### config.mk
export PLATFORM = sky130hd
export DESIGN_NAME = internet_checksum_offload_top
export DESIGN_NICKNAME = d
export VERILOG_FILES = /design/src/hdl/cko_pkg.sv /design/src/hdl/internet_checksum_offload_top.sv /design/src/hdl/cko_front.sv /design/src/hdl/cko_back.sv
export SDC_FILE = /design/constraint.sdc
export NUM_CORES = 1
export LEC_CHECK = 0
export BUFFER_PORTS_ARGS = -buffer_cell sky130_fd_sc_hd__buf_4
export CORE_MARGIN = 10
export CORE_UTILIZATION = 57
export DETAILED_ROUTE_END_ITERATION = 8
export GPL_TIMING_DRIVEN = 0
export HOLD_SLACK_MARGIN = 0.03
export PLACE_DENSITY = 0.81
export REMOVE_ABC_BUFFERS = 1
export SLEW_MARGIN = 20
export SYNTH_ARGS = -nofsm -noshare
export SYNTH_HDL_FRONTEND = slang
export SYNTH_SLANG_ARGS = --single-unit
export TNS_END_PERCENT = 50
### constraint.sdc
create_clock -name clk -period 8.54 [get_ports clk]
set_input_delay 0.427 -clock clk [delete_from_list [all_inputs] [get_ports clk]]
set_output_delay 0.427 -clock clk [all_outputs]
set_load 0.05 [all_outputs]
### src/hdl/cko_pkg.sv
// Shared types, protocol constants and the protocol rule lookup for the checksum offload block.
package cko_pkg;

    // Word kinds carried on the input tuser.
    typedef enum logic [1:0] {
        OP_START  = 2'd0,
        OP_ADDR   = 2'd1,
        OP_BYTE   = 2'd2,
        OP_FINISH = 2'd3
    } op_kind_t;

    // Result status carried on the output tuser.
    typedef enum logic [1:0] {
        ST_OK          = 2'd0,
        ST_UNSUPPORTED = 2'd1,
        ST_TOO_LONG    = 2'd2
    } status_t;

    localparam logic [7:0] PROTO_IP     = 8'd0;
    localparam logic [7:0] PROTO_ICMP   = 8'd1;
    localparam logic [7:0] PROTO_IGMP   = 8'd2;
    localparam logic [7:0] PROTO_TCP    = 8'd6;
    localparam logic [7:0] PROTO_UDP    = 8'd17;
    localparam logic [7:0] PROTO_ICMPV6 = 8'd58;

    localparam logic [4:0] OFF_IP   = 5'd10;
    localparam logic [4:0] OFF_ICMP = 5'd2;
    localparam logic [4:0] OFF_TCP  = 5'd16;
    localparam logic [4:0] OFF_UDP  = 5'd6;

    // Depth of the queue between the front and the back.
    localparam int QDEPTH = 4;
    localparam int QPTR_W = $clog2(QDEPTH);

    // One classified word as it travels through the queue.
    typedef struct packed {
        op_kind_t    kind;
        logic        is_ipv6;
        logic [7:0]  protocol;
        logic [15:0] operand;
    } op_t;

    // Checksum handling that follows from the IP version and protocol.
    typedef struct packed {
        logic       ok;
        logic       pseudo;
        logic [4:0] off;
    } rule_t;

    function automatic rule_t proto_rule(input logic ipv6, input logic [7:0] proto);
        rule_t r;
        r.ok     = 1'b1;
        r.pseudo = 1'b1;
        r.off    = 5'd0;
        case (proto)
            PROTO_IP:
            begin
                if (!ipv6)
                begin
                    r.off    = OFF_IP;
                    r.pseudo = 1'b0;
                end
            end
            PROTO_ICMP:
            begin
                r.off    = OFF_ICMP;
                r.pseudo = ipv6;
            end
            PROTO_IGMP:
            begin
                r.ok     = !ipv6;
                r.off    = OFF_ICMP;
                r.pseudo = 1'b0;
            end
            PROTO_TCP:    r.off = OFF_TCP;
            PROTO_UDP:    r.off = OFF_UDP;
            PROTO_ICMPV6:
            begin
                r.ok  = ipv6;
                r.off = OFF_ICMP;
            end
            default:      r.ok = 1'b0;
        endcase
        return r;
    endfunction

endpackage

### src/hdl/internet_checksum_offload_top.sv
// Top level of the internet checksum offload block: front, queue, back and assertions.
//
//  Channel | Direction | Handshake          | tdata                     | tuser
//  --------+-----------+--------------------+---------------------------+-------------
//  s_*     | in        | s_tvalid/s_tready  | is_ipv6,protocol,addr,byte| func
//  m_*     | out       | m_tvalid/m_tready  | checksum                  | status
//
// One word is accepted every cycle while the four-entry queue has room; the back retires
// one word per cycle, bounded by the single 32-bit accumulator add, except while a finish
// word waits on a stalled output. A finish word passes through the queue, the finish stage
// and then the fold-and-invert output register on its way to m_tvalid.
// rst_n clears the queue, the accumulator state and both result stages at once.
// A stalled output only holds back finish words and the words queued behind them; other words keep draining.
module internet_checksum_offload_top
#(
    parameter int LENGTH_BITS = 16
)
(
    input  logic         clk,
    input  logic         rst_n,
    input  logic         s_tvalid,
    output logic         s_tready,
    // s_tdata from bit 0 up: is_ipv6 [0], protocol [8:1], addr_word [24:9],
    // data_byte [32:25], zero fill [39:33].
    input  logic [39:0]  s_tdata,
    // s_tuser: func [1:0].
    input  logic [1:0]   s_tuser,
    output logic         m_tvalid,
    input  logic         m_tready,
    // m_tdata: checksum [15:0].
    output logic [15:0]  m_tdata,
    // m_tuser: status [1:0].
    output logic [1:0]   m_tuser
);

    logic          op_valid;
    logic          op_ready;
    cko_pkg::op_t  op;

    // The front only classifies and queues; it holds no packet state.
    cko_front u_front
    (
        .clk      (clk),
        .rst_n    (rst_n),
        .s_tvalid (s_tvalid),
        .s_tready (s_tready),
        .s_tdata  (s_tdata),
        .s_tuser  (s_tuser),
        .op_valid (op_valid),
        .op_ready (op_ready),
        .op       (op)
    );

    // The back owns the running sum, byte count and protocol rules.
    cko_back
    #(
        .LENGTH_BITS (LENGTH_BITS)
    )
    u_back
    (
        .clk      (clk),
        .rst_n    (rst_n),
        .op_valid (op_valid),
        .op_ready (op_ready),
        .op       (op),
        .m_tvalid (m_tvalid),
        .m_tready (m_tready),
        .m_tdata  (m_tdata),
        .m_tuser  (m_tuser)
    );

    // Any status other than ok must come with a zero checksum.
    a_status_zero: assert property (@(posedge clk) disable iff (!rst_n)
        m_tvalid && (m_tuser != cko_pkg::ST_OK) |-> (m_tdata == 16'd0))
        else $error("non-ok status with nonzero checksum");

    // A full queue means the back has a word waiting.
    a_full_nonempty: assert property (@(posedge clk) disable iff (!rst_n)
        !s_tready |-> op_valid)
        else $error("input stalled while queue is empty");

    // The back may only stall on a finish word.
    a_stall_finish: assert property (@(posedge clk) disable iff (!rst_n)
        op_valid && !op_ready |-> (op.kind == cko_pkg::OP_FINISH))
        else $error("back stalled on a non-finish word");

    // A finish word taken while the output is free passes through the finish stage and then shows up on m_tvalid.
    a_finish_latency: assert property (@(posedge clk) disable iff (!rst_n)
        op_valid && op_ready && (op.kind == cko_pkg::OP_FINISH) && !m_tvalid
        |=> ##1 m_tvalid)
        else $error("finish word produced no result");

endmodule

### src/hdl/cko_front.sv
// Input side: accepts stream words, classifies them and queues them for the back.
module cko_front
(
    input  logic           clk,
    input  logic           rst_n,
    input  logic           s_tvalid,
    output logic           s_tready,
    input  logic [39:0]    s_tdata,
    input  logic [1:0]     s_tuser,
    output logic           op_valid,
    input  logic           op_ready,
    output cko_pkg::op_t   op
);

    cko_pkg::op_t                  q_mem [cko_pkg::QDEPTH];
    logic [cko_pkg::QPTR_W-1:0]    wr_ptr_reg, wr_ptr_next;
    logic [cko_pkg::QPTR_W-1:0]    rd_ptr_reg, rd_ptr_next;
    logic [cko_pkg::QPTR_W:0]      fill_reg, fill_next;
    cko_pkg::op_t                  in_op;
    logic                          push, pop;

    // The operand is the address word, or the payload byte in its low bits.
    always_comb
    begin
        in_op.kind     = cko_pkg::op_kind_t'(s_tuser);
        in_op.is_ipv6  = s_tdata[0];
        in_op.protocol = s_tdata[8:1];
        if (in_op.kind == cko_pkg::OP_BYTE)
            in_op.operand = {8'd0, s_tdata[32:25]};
        else
            in_op.operand = s_tdata[24:9];
    end

    assign s_tready = (fill_reg != (cko_pkg::QPTR_W+1)'(cko_pkg::QDEPTH));
    assign op_valid = (fill_reg != '0);
    assign op       = q_mem[rd_ptr_reg];
    assign push     = s_tvalid && s_tready;
    assign pop      = op_valid && op_ready;

    always_comb
    begin
        wr_ptr_next = push ? wr_ptr_reg + 1'b1 : wr_ptr_reg;
        rd_ptr_next = pop  ? rd_ptr_reg + 1'b1 : rd_ptr_reg;
        fill_next   = fill_reg + (cko_pkg::QPTR_W+1)'(push) - (cko_pkg::QPTR_W+1)'(pop);
    end

    always_ff @(posedge clk or negedge rst_n)
    begin
        if (!rst_n)
        begin
            wr_ptr_reg <= '0;
            rd_ptr_reg <= '0;
            fill_reg   <= '0;
        end
        else
        begin
            wr_ptr_reg <= wr_ptr_next;
            rd_ptr_reg <= rd_ptr_next;
            fill_reg   <= fill_next;
        end
    end

    always_ff @(posedge clk)
    begin
        if (push)
            q_mem[wr_ptr_reg] <= in_op;
    end

endmodule

### src/hdl/cko_back.sv
// Execution side: accumulator, byte counter, finish stage and output register.
module cko_back
#(
    parameter int LENGTH_BITS = 16
)
(
    input  logic           clk,
    input  logic           rst_n,
    input  logic           op_valid,
    output logic           op_ready,
    input  cko_pkg::op_t   op,
    output logic           m_tvalid,
    input  logic           m_tready,
    output logic [15:0]    m_tdata,
    output logic [1:0]     m_tuser
);

    logic [31:0]             sum_reg, sum_next;
    logic [LENGTH_BITS-1:0]  count_reg, count_next;
    logic                    v6_reg, v6_next;
    logic [7:0]              proto_reg, proto_next;
    logic                    long_reg, long_next;

    logic                    fin_valid_reg, fin_valid_next;
    logic [31:0]             fin_sum_reg, fin_sum_next;
    cko_pkg::status_t        fin_status_reg, fin_status_next;
    logic                    fin_zero_reg, fin_zero_next;

    logic                    out_valid_reg, out_valid_next;
    logic [15:0]             out_cs_reg, out_cs_next;
    cko_pkg::status_t        out_status_reg, out_status_next;

    cko_pkg::rule_t          rule;
    logic                    take, fin_ready, out_ready, in_field;
    logic [LENGTH_BITS-1:0]  off_lo, off_hi;
    logic [16:0]             fold1, fold2;

    assign rule      = cko_pkg::proto_rule(v6_reg, proto_reg);
    assign out_ready = !out_valid_reg || m_tready;
    assign fin_ready = !fin_valid_reg || out_ready;
    assign op_ready  = (op.kind != cko_pkg::OP_FINISH) || fin_ready;
    assign take      = op_valid && op_ready;
    assign off_lo    = LENGTH_BITS'(rule.off);
    assign off_hi    = LENGTH_BITS'(rule.off + 5'd1);
    assign in_field  = rule.ok && ((count_reg == off_lo) || (count_reg == off_hi));

    always_comb
    begin
        sum_next        = sum_reg;
        count_next      = count_reg;
        v6_next         = v6_reg;
        proto_next      = proto_reg;
        long_next       = long_reg;
        fin_valid_next  = fin_valid_reg && !out_ready;
        fin_sum_next    = fin_sum_reg;
        fin_status_next = fin_status_reg;
        fin_zero_next   = fin_zero_reg;
        if (take)
        begin
            case (op.kind)
                cko_pkg::OP_START:
                begin
                    v6_next    = op.is_ipv6;
                    proto_next = op.protocol;
                    sum_next   = '0;
                    count_next = '0;
                    long_next  = 1'b0;
                end
                cko_pkg::OP_ADDR:
                begin
                    if (rule.pseudo)
                        sum_next = sum_reg + {16'd0, op.operand};
                end
                cko_pkg::OP_BYTE:
                begin
                    if (&count_reg)
                        long_next = 1'b1;
                    else
                    begin
                        if (!in_field)
                        begin
                            if (count_reg[0])
                                sum_next = sum_reg + {24'd0, op.operand[7:0]};
                            else
                                sum_next = sum_reg + {16'd0, op.operand[7:0], 8'd0};
                        end
                        count_next = count_reg + 1'b1;
                    end
                end
                cko_pkg::OP_FINISH:
                begin
                    fin_valid_next = 1'b1;
                    if (rule.pseudo)
                        fin_sum_next = sum_reg + {24'd0, proto_reg}
                                       + 32'(count_reg);
                    else
                        fin_sum_next = sum_reg;
                    if (!rule.ok)
                        fin_status_next = cko_pkg::ST_UNSUPPORTED;
                    else if (long_reg)
                        fin_status_next = cko_pkg::ST_TOO_LONG;
                    else
                        fin_status_next = cko_pkg::ST_OK;
                    fin_zero_next = !rule.ok || long_reg
                                    || (v6_reg && (proto_reg == cko_pkg::PROTO_IP));
                end
                default:
                begin
                end
            endcase
        end
    end

    // Two folds of the carries back into the low half, then invert, or give zero when the result is forced to zero.
    always_comb
    begin
        fold1           = {1'b0, fin_sum_reg[31:16]} + {1'b0, fin_sum_reg[15:0]};
        fold2           = {16'd0, fold1[16]} + {1'b0, fold1[15:0]};
        out_valid_next  = out_valid_reg && !m_tready;
        out_cs_next     = out_cs_reg;
        out_status_next = out_status_reg;
        if (fin_valid_reg && out_ready)
        begin
            out_valid_next  = 1'b1;
            out_cs_next     = fin_zero_reg ? 16'd0 : ~fold2[15:0];
            out_status_next = fin_status_reg;
        end
    end

    always_ff @(posedge clk or negedge rst_n)
    begin
        if (!rst_n)
        begin
            sum_reg       <= '0;
            count_reg     <= '0;
            v6_reg        <= 1'b0;
            proto_reg     <= '0;
            long_reg      <= 1'b0;
            fin_valid_reg <= 1'b0;
            out_valid_reg <= 1'b0;
        end
        else
        begin
            sum_reg       <= sum_next;
            count_reg     <= count_next;
            v6_reg        <= v6_next;
            proto_reg     <= proto_next;
            long_reg      <= long_next;
            fin_valid_reg <= fin_valid_next;
            out_valid_reg <= out_valid_next;
        end
    end

    always_ff @(posedge clk)
    begin
        fin_sum_reg    <= fin_sum_next;
        fin_status_reg <= fin_status_next;
        fin_zero_reg   <= fin_zero_next;
        out_cs_reg     <= out_cs_next;
        out_status_reg <= out_status_next;
    end

    assign m_tvalid = out_valid_reg;
    assign m_tdata  = out_cs_reg;
    assign m_tuser  = out_status_reg;

endmodule
* Word level (Yosys, flattened, before mapping)
Memories as Yosys holds them, arrays and structs flattened.
Index checks and enable logic that the tools add are counted.
Widths: inputs -> output; s select.
** Word-level totals
- Bits in writable memories :: 108
- Bits of input ports :: 46
- Word-level logic and storage cells :: 100
- Memories kept :: 1
- Output and inout port bits :: 20
- Latch bits :: 0
- Register bits :: 120
- ROM bits :: 0
** Memories
- u_front.q_mem :: words 4, width 27, rd ports 1, clocked after Yosys merged registers in 0, wr ports 1, RTL line cko_front.sv:15 : cko_pkg::op_t q_mem [cko_pkg::QDEPTH];
** Cells by class
- Mux-type cells :: 21
- Divide/modulo/power cells :: 0
- Add/sub/neg operators :: 13
- Eq/ne operators :: 17
- Multiply operators :: 0
- Bitwise operators :: 1
- Shift-type cells :: 0
- Magnitude comparators :: 0
- Reductions and logical operators :: 32
** Operators with widths (count)
- $mux 32 :: 5
- $add 32x16->32 :: 3
- $pmux 32 s3 :: 1
- $add 32x8->32 :: 2
- $mux 16 :: 2
- $pmux 16 s2 :: 1
- $pmux 5 s4 :: 1
- $add 16x16->17 :: 1
- $add 1x16->16 :: 1
- $add 16x1->16 const B :: 1
- $eq 16x16->1 :: 1
- $eq 16x5->1 :: 1
- $not 16->16 :: 1
- $reduce_and 16->1 :: 1
- $eq 8x1->1 const B :: 1
- $eq 8x2->1 const B :: 1
- $eq 8x3->1 const B :: 1
- $eq 8x5->1 const B :: 1
- $eq 8x6->1 const B :: 1
- $logic_not 8->1 :: 1
- $logic_and 1x1->1 :: 7
- $add 5x1->6 const B :: 1
- $eq 2x2->1 const B :: 3
- $logic_not 1->1 :: 6
- 21 further kinds :: 39

* Longest topological paths before layout
- Depth in word-level cells :: 10
- Gate-level depth with buffers :: 19
- Depth with buffers taken out :: 19

* Cells and area by module
From an unflattened synthesis, not the netlist that was laid out.
** Unflattened totals
- Cell total of the unflattened synthesis :: 1156
- Area total of the unflattened synthesis :: 13402.9 um^2
** Modules (own cells, without submodules)
- cko_back :: area each 8871.0 um^2, instances 1, cells an instance 955
- cko_front :: area each 4531.8 um^2, instances 1, cells an instance 201

* Worst setup path after synthesis
OpenSTA, ideal clock, no wires.
- Kind :: flip-flop to flip-flop
- From :: reg u_front.rd_ptr_reg[0] (netlist bit)
- To :: reg u_back.sum_reg[30]
- Library setup time :: 0.120 ns
- Clock period less this slack :: 4.586 ns
- Path buffers :: 3
- Cell stages (with the launch flop) :: 16
- Slack :: 3.954 ns
- Data arrival time :: 4.466 ns
- Data required time :: 8.420 ns
- Cells stage by stage :: dfrtp_1 -> clkbuf_1 -> buf_1 -> mux4_2 -> ha_1 -> fa_1 -> a21o_1 -> a21o_1 -> a2111oi_4 -> o21ba_1 -> buf_6 -> o2111ai_4 -> a31oi_4 -> o22ai_4 -> a22o_1 -> a31o_1
** On the way
- Word-level cells in the longest chain between the ends :: 6
- Elaborated cells between the ends (all ways) :: 20
- Those cells by class :: 3 x add/sub; 6 x eq/ne; 5 x mux; 5 x reduce/logical; 1 x memory
** Ends and longest elaborated chain
- start: declaration :: RTL line cko_front.sv:17 : logic [cko_pkg::QPTR_W-1:0] rd_ptr_reg, rd_ptr_next;
- start signal: assignment :: RTL line cko_front.sv:58 : rd_ptr_reg <= rd_ptr_next;
- $mem_v2 4x27 (*)
- $add 32x16->32 or $add 32x8->32 (tied branches) :: RTL line cko_back.sv:85, cko_back.sv:83
- $mux 32 :: RTL line cko_back.sv:82 : if (count_reg[0])
- $mux 32 :: RTL line cko_back.sv:80 : if (!in_field)
- $mux 32 :: RTL line cko_back.sv:76 : if (&count_reg)
- $pmux 32 s3 :: RTL line cko_back.sv:60 : case (op.kind)
- end signal: assignment :: RTL line cko_back.sv:144 : sum_reg <= sum_next;
- end: declaration :: RTL line cko_back.sv:18 : logic [31:0] sum_reg, sum_next;
Mark *: on every way between the ends. The rest lies on a longest branch, timed or not. The select of a mux whose other input is x is not followed.
A chain may end at the register's enable or synchronous reset.

* Final worst setup path
- From :: reg u_front.rd_ptr_reg[0] (netlist bit)
- To :: reg u_back.sum_reg[28]
Same word-level chain as after synthesis.

==> qor.csv <==
stage,metric,value,unit
clock_tree,cts_setup_buffers,0,
power,irDropWorstVdd,0.212,mV
sta,fin_tns_setup,0,ns
clock_tree,clkLatencyLatePin,0.54,ns
grt,globalRouteOverflowTotal,0,
sta,fmax,0.200,GHz
synthesis,ys_warn_count,0,
clock_tree,cts-hold-fix-buffers,1,
die,num_rows,55,
route,wl_per_cell,18.6,µm
synthesis,synth.avg_cell_area,11.4,µm²
clock_tree,cts_tree,built,
layout,layout_common_cells,"161 x edfxtp_1, 111 x nand2_1, 89 x nor2_1, 77 x ha_1, 71 x a21oi_1",
setup_path,slowest_delay,0.85,ns
die,io_pins,66,
route,drtIter0Drc,802,
route,routed_wl,28000,µm
layout,num-nets-final,1339,
clock_tree,cts_made_buffers,25,
die,initial_core_util,58.0,%
setup_path,worstSetupStartpointType,flop,
clock_tree,htree_num_levels,1,
layout,drive_gt1_share,14.1,%
route,firstDrtPassIters,5,
power,p_total,5.45,mW
sta,finalClockSkew,0.0156,ns
placed_design,gp_congestion,0.900,
sta,fin_crit_sh,58.6,%
grt,grt_pass1_wl,46800,µm
synthesis,netlist-cell-type-count,88,
die,dieArea,29600,µm²
sta,worstMarginPinSlew,1.09,ns
die,fp.dieW,172,µm
setup_path,critPathArrivalTime,5.42,ns
sta,rsz0062_at_grt,no,
synthesis,synthArstFlopShare,29.4,%
power,p_leak,5.87,nW
placed_design,dpl_cell_area,13800,µm²
layout,antennaDiodeCount,0,
sta,setup_violations,0,
clock_tree,cts-root-buf,clkbuf_16,
layout,largest_reg_flops,108,
synthesis,ys_seq_area_share,49.5,%
job,maxCapViolCount,0,
outcome,status,completed,
synthesis,netlist_instances,1151,
route,via_count,9261,
placed_design,post-dp-hpwl,20400,µm
placed_design,port_buffers,58,
grt,grt_use_total,19.4,%
sta,slew_headroom,26.8,%
die,die_h,172,µm
die,core,22700,µm²
route,drc,0,
setup_path,critPathCaptureType,flop,
setup_path,cp_num_buf_inv,3,
sta,finalHoldViolCount,0,
sta,slew_violations,0,
grt,grt_pass1_vias,9137,
layout,final_cell_area,14700,µm²
setup_path,crit_chain,"buf_12, mux4_2, inv_1, ha_1, inv_1, nor4_1, nand3_1, nor2_1, a41o_1, nor2_1, a41oi_1, a31oi_1",
route,ant_nets,0,
setup_path,path_delay_family,compound AO/OA/AOI/OAI gates,
synthesis,synth_area,13200,µm²
layout,final_common_cell,edfxtp_1,
grt,antenna_found_initial,0,
clock_tree,clock-sinks,228,
clock_tree,cts_resized,0,
setup_path,worst-path-max-fanout,26,
sta,fin_crit,5.01,ns
synthesis,synth_edf_count,161,
clock_tree,path_clk_slew,0.06,ns
synthesis,synth_flop_cell,edfxtp_1,
grt,grt_max_degree,68,
worst_hold_path,hold_path.class,primary input to flop,
setup_path,critPathSlowestCell,a41o_1,
setup_path,critPathKind,flop to flop,
layout,syn2layout_area_growth,11.6,%
synthesis,ys_seq_elements,228,
clock_tree,clockBufferDepth,3,
route,via_per_inst,6.15,
power,powerDensity,371,nW/µm²
setup_path,crit_required,8.95,ns
==> cell usage after synthesis (7+ instances only) <==
cell | number | share of area [%]
a21o_1 | 22 | 1.3
a21oi_1 | 71 | 2.7
a22oi_1 | 9 | 0.51
a31oi_1 | 14 | 0.67
and2_1 | 17 | 0.81
and3_1 | 14 | 0.67
clkbuf_1 | 23 | 0.66
dfrtp_1 | 67 | 13
edfxtp_1 | 161 | 37
fa_1 | 13 | 2.0
ha_1 | 77 | 7.3
inv_1 | 37 | 1.1
mux2_2 | 11 | 0.94
mux4_2 | 27 | 4.6
nand2_1 | 111 | 3.2
nand2b_1 | 7 | 0.33
nand3_1 | 25 | 0.95
nand4_1 | 12 | 0.57
nor2_1 | 89 | 2.5
nor2b_1 | 11 | 0.52
nor3_1 | 31 | 1.2
nor4_1 | 12 | 0.57
o211ai_1 | 9 | 0.51
o21a_1 | 11 | 0.63
o21ai_0 | 64 | 2.4
o31ai_1 | 14 | 0.80
or3_1 | 9 | 0.43
xnor2_1 | 49 | 3.3
xor2_1 | 34 | 2.3
==> report_power, final <==
part           internal (mW)  total (mW)  switching (mW)
Clock                  0.650        1.10           0.447
Sequential              1.53        1.76           0.227
Combinational           1.02        2.60            1.58
Total                   3.20        5.45            2.25
==> worst register-to-register path, delay by kind of cell, from the launching register on <==
kind / cells / cell delay, ns
adders and majority gates: 1 / 0.63
buffers and inverters: 3 / 0.87
DFF: 1 / 0.55
AOI/OAI and AO/OA: 3 / 1.20
muxes: 1 / 0.60
and+or+nand+nor: 4 / 1.02
==> final timing paths <==
| check | start | to | slack [ns] | cells after the start |
|---|---|---|---|---|
| min reg2reg | u_back.fin_status_reg[0]$_SDFFCE_PN1P_ | u_back.m_tuser[0]$_DFFE_PP_ | 0.42 | 0 |
| min | s_tdata[6] | u_front.q_mem[1][21]$_DFFE_PP_ | 0.09 | 1 |
| min in group asynchronous | rst_n | u_front.wr_ptr_reg[1]$_DFFE_PN0P_ | 0.56 | 2 |
| max reg2reg | u_front.rd_ptr_reg[0]$_DFFE_PN0P_ | u_back.sum_reg[28]$_DFFE_PN0P_ | 3.53 | 12 |
| max in group asynchronous | rst_n | u_front.rd_ptr_reg[0]$_DFFE_PN0P_ | 7.39 | 2 |
| max | u_front.rd_ptr_reg[0]$_DFFE_PN0P_ | u_back.sum_reg[28]$_DFFE_PN0P_ | 3.53 | 12 |
==> stage by stage <==
step / instances / hold WS (ns) / setup WS [ns] / util [%]
2_1_floorplan: 1116 / 0.131 / 3.92 / -
3_3_place_gp: 1459 / 0.410 / 2.83 / 60.8
3_5_place_dp: 1460 / 0.411 / 3.64 / 60.9
4_1_cts: 1507 / 0.0665 / 3.60 / 64.7
5_1_grt: 1507 / 0.0760 / 3.31 / 64.7
6_report: 1507 / 0.0850 / 3.53 / 64.7
==> routing by layer <==
layer	vias up	global-route usage (%)	wire length, µm
met5	-	0	0
met4	0	6.33	824
met3	61	3.28	1870
met2	338	32.1	13300
met1	4426	25.6	11900
li1	4436	-	-
==> cell type report <==
class	count	area, µm²
inverters	37	139
clock inverters	19	193
clock buffers	27	654
multi-input cells	851	6370
flip-flops and latches	228	6510
well taps	285	357
fillers	1716	8020
repair buffers	60	465
==> logic make-up (layout without fill, tap and decap cells) <==
group	after synthesis	count (layout)	synth area share, %
mux	42	42	5.86
buf+inv	72	143	2.21
compound gates	274	274	14.2
fa+ha+maj	90	90	9.29
xor+xnor	84	84	5.69
flops	228	228	49.5
simple gates	361	361	13.3
(Power assumes the default switching activity.)
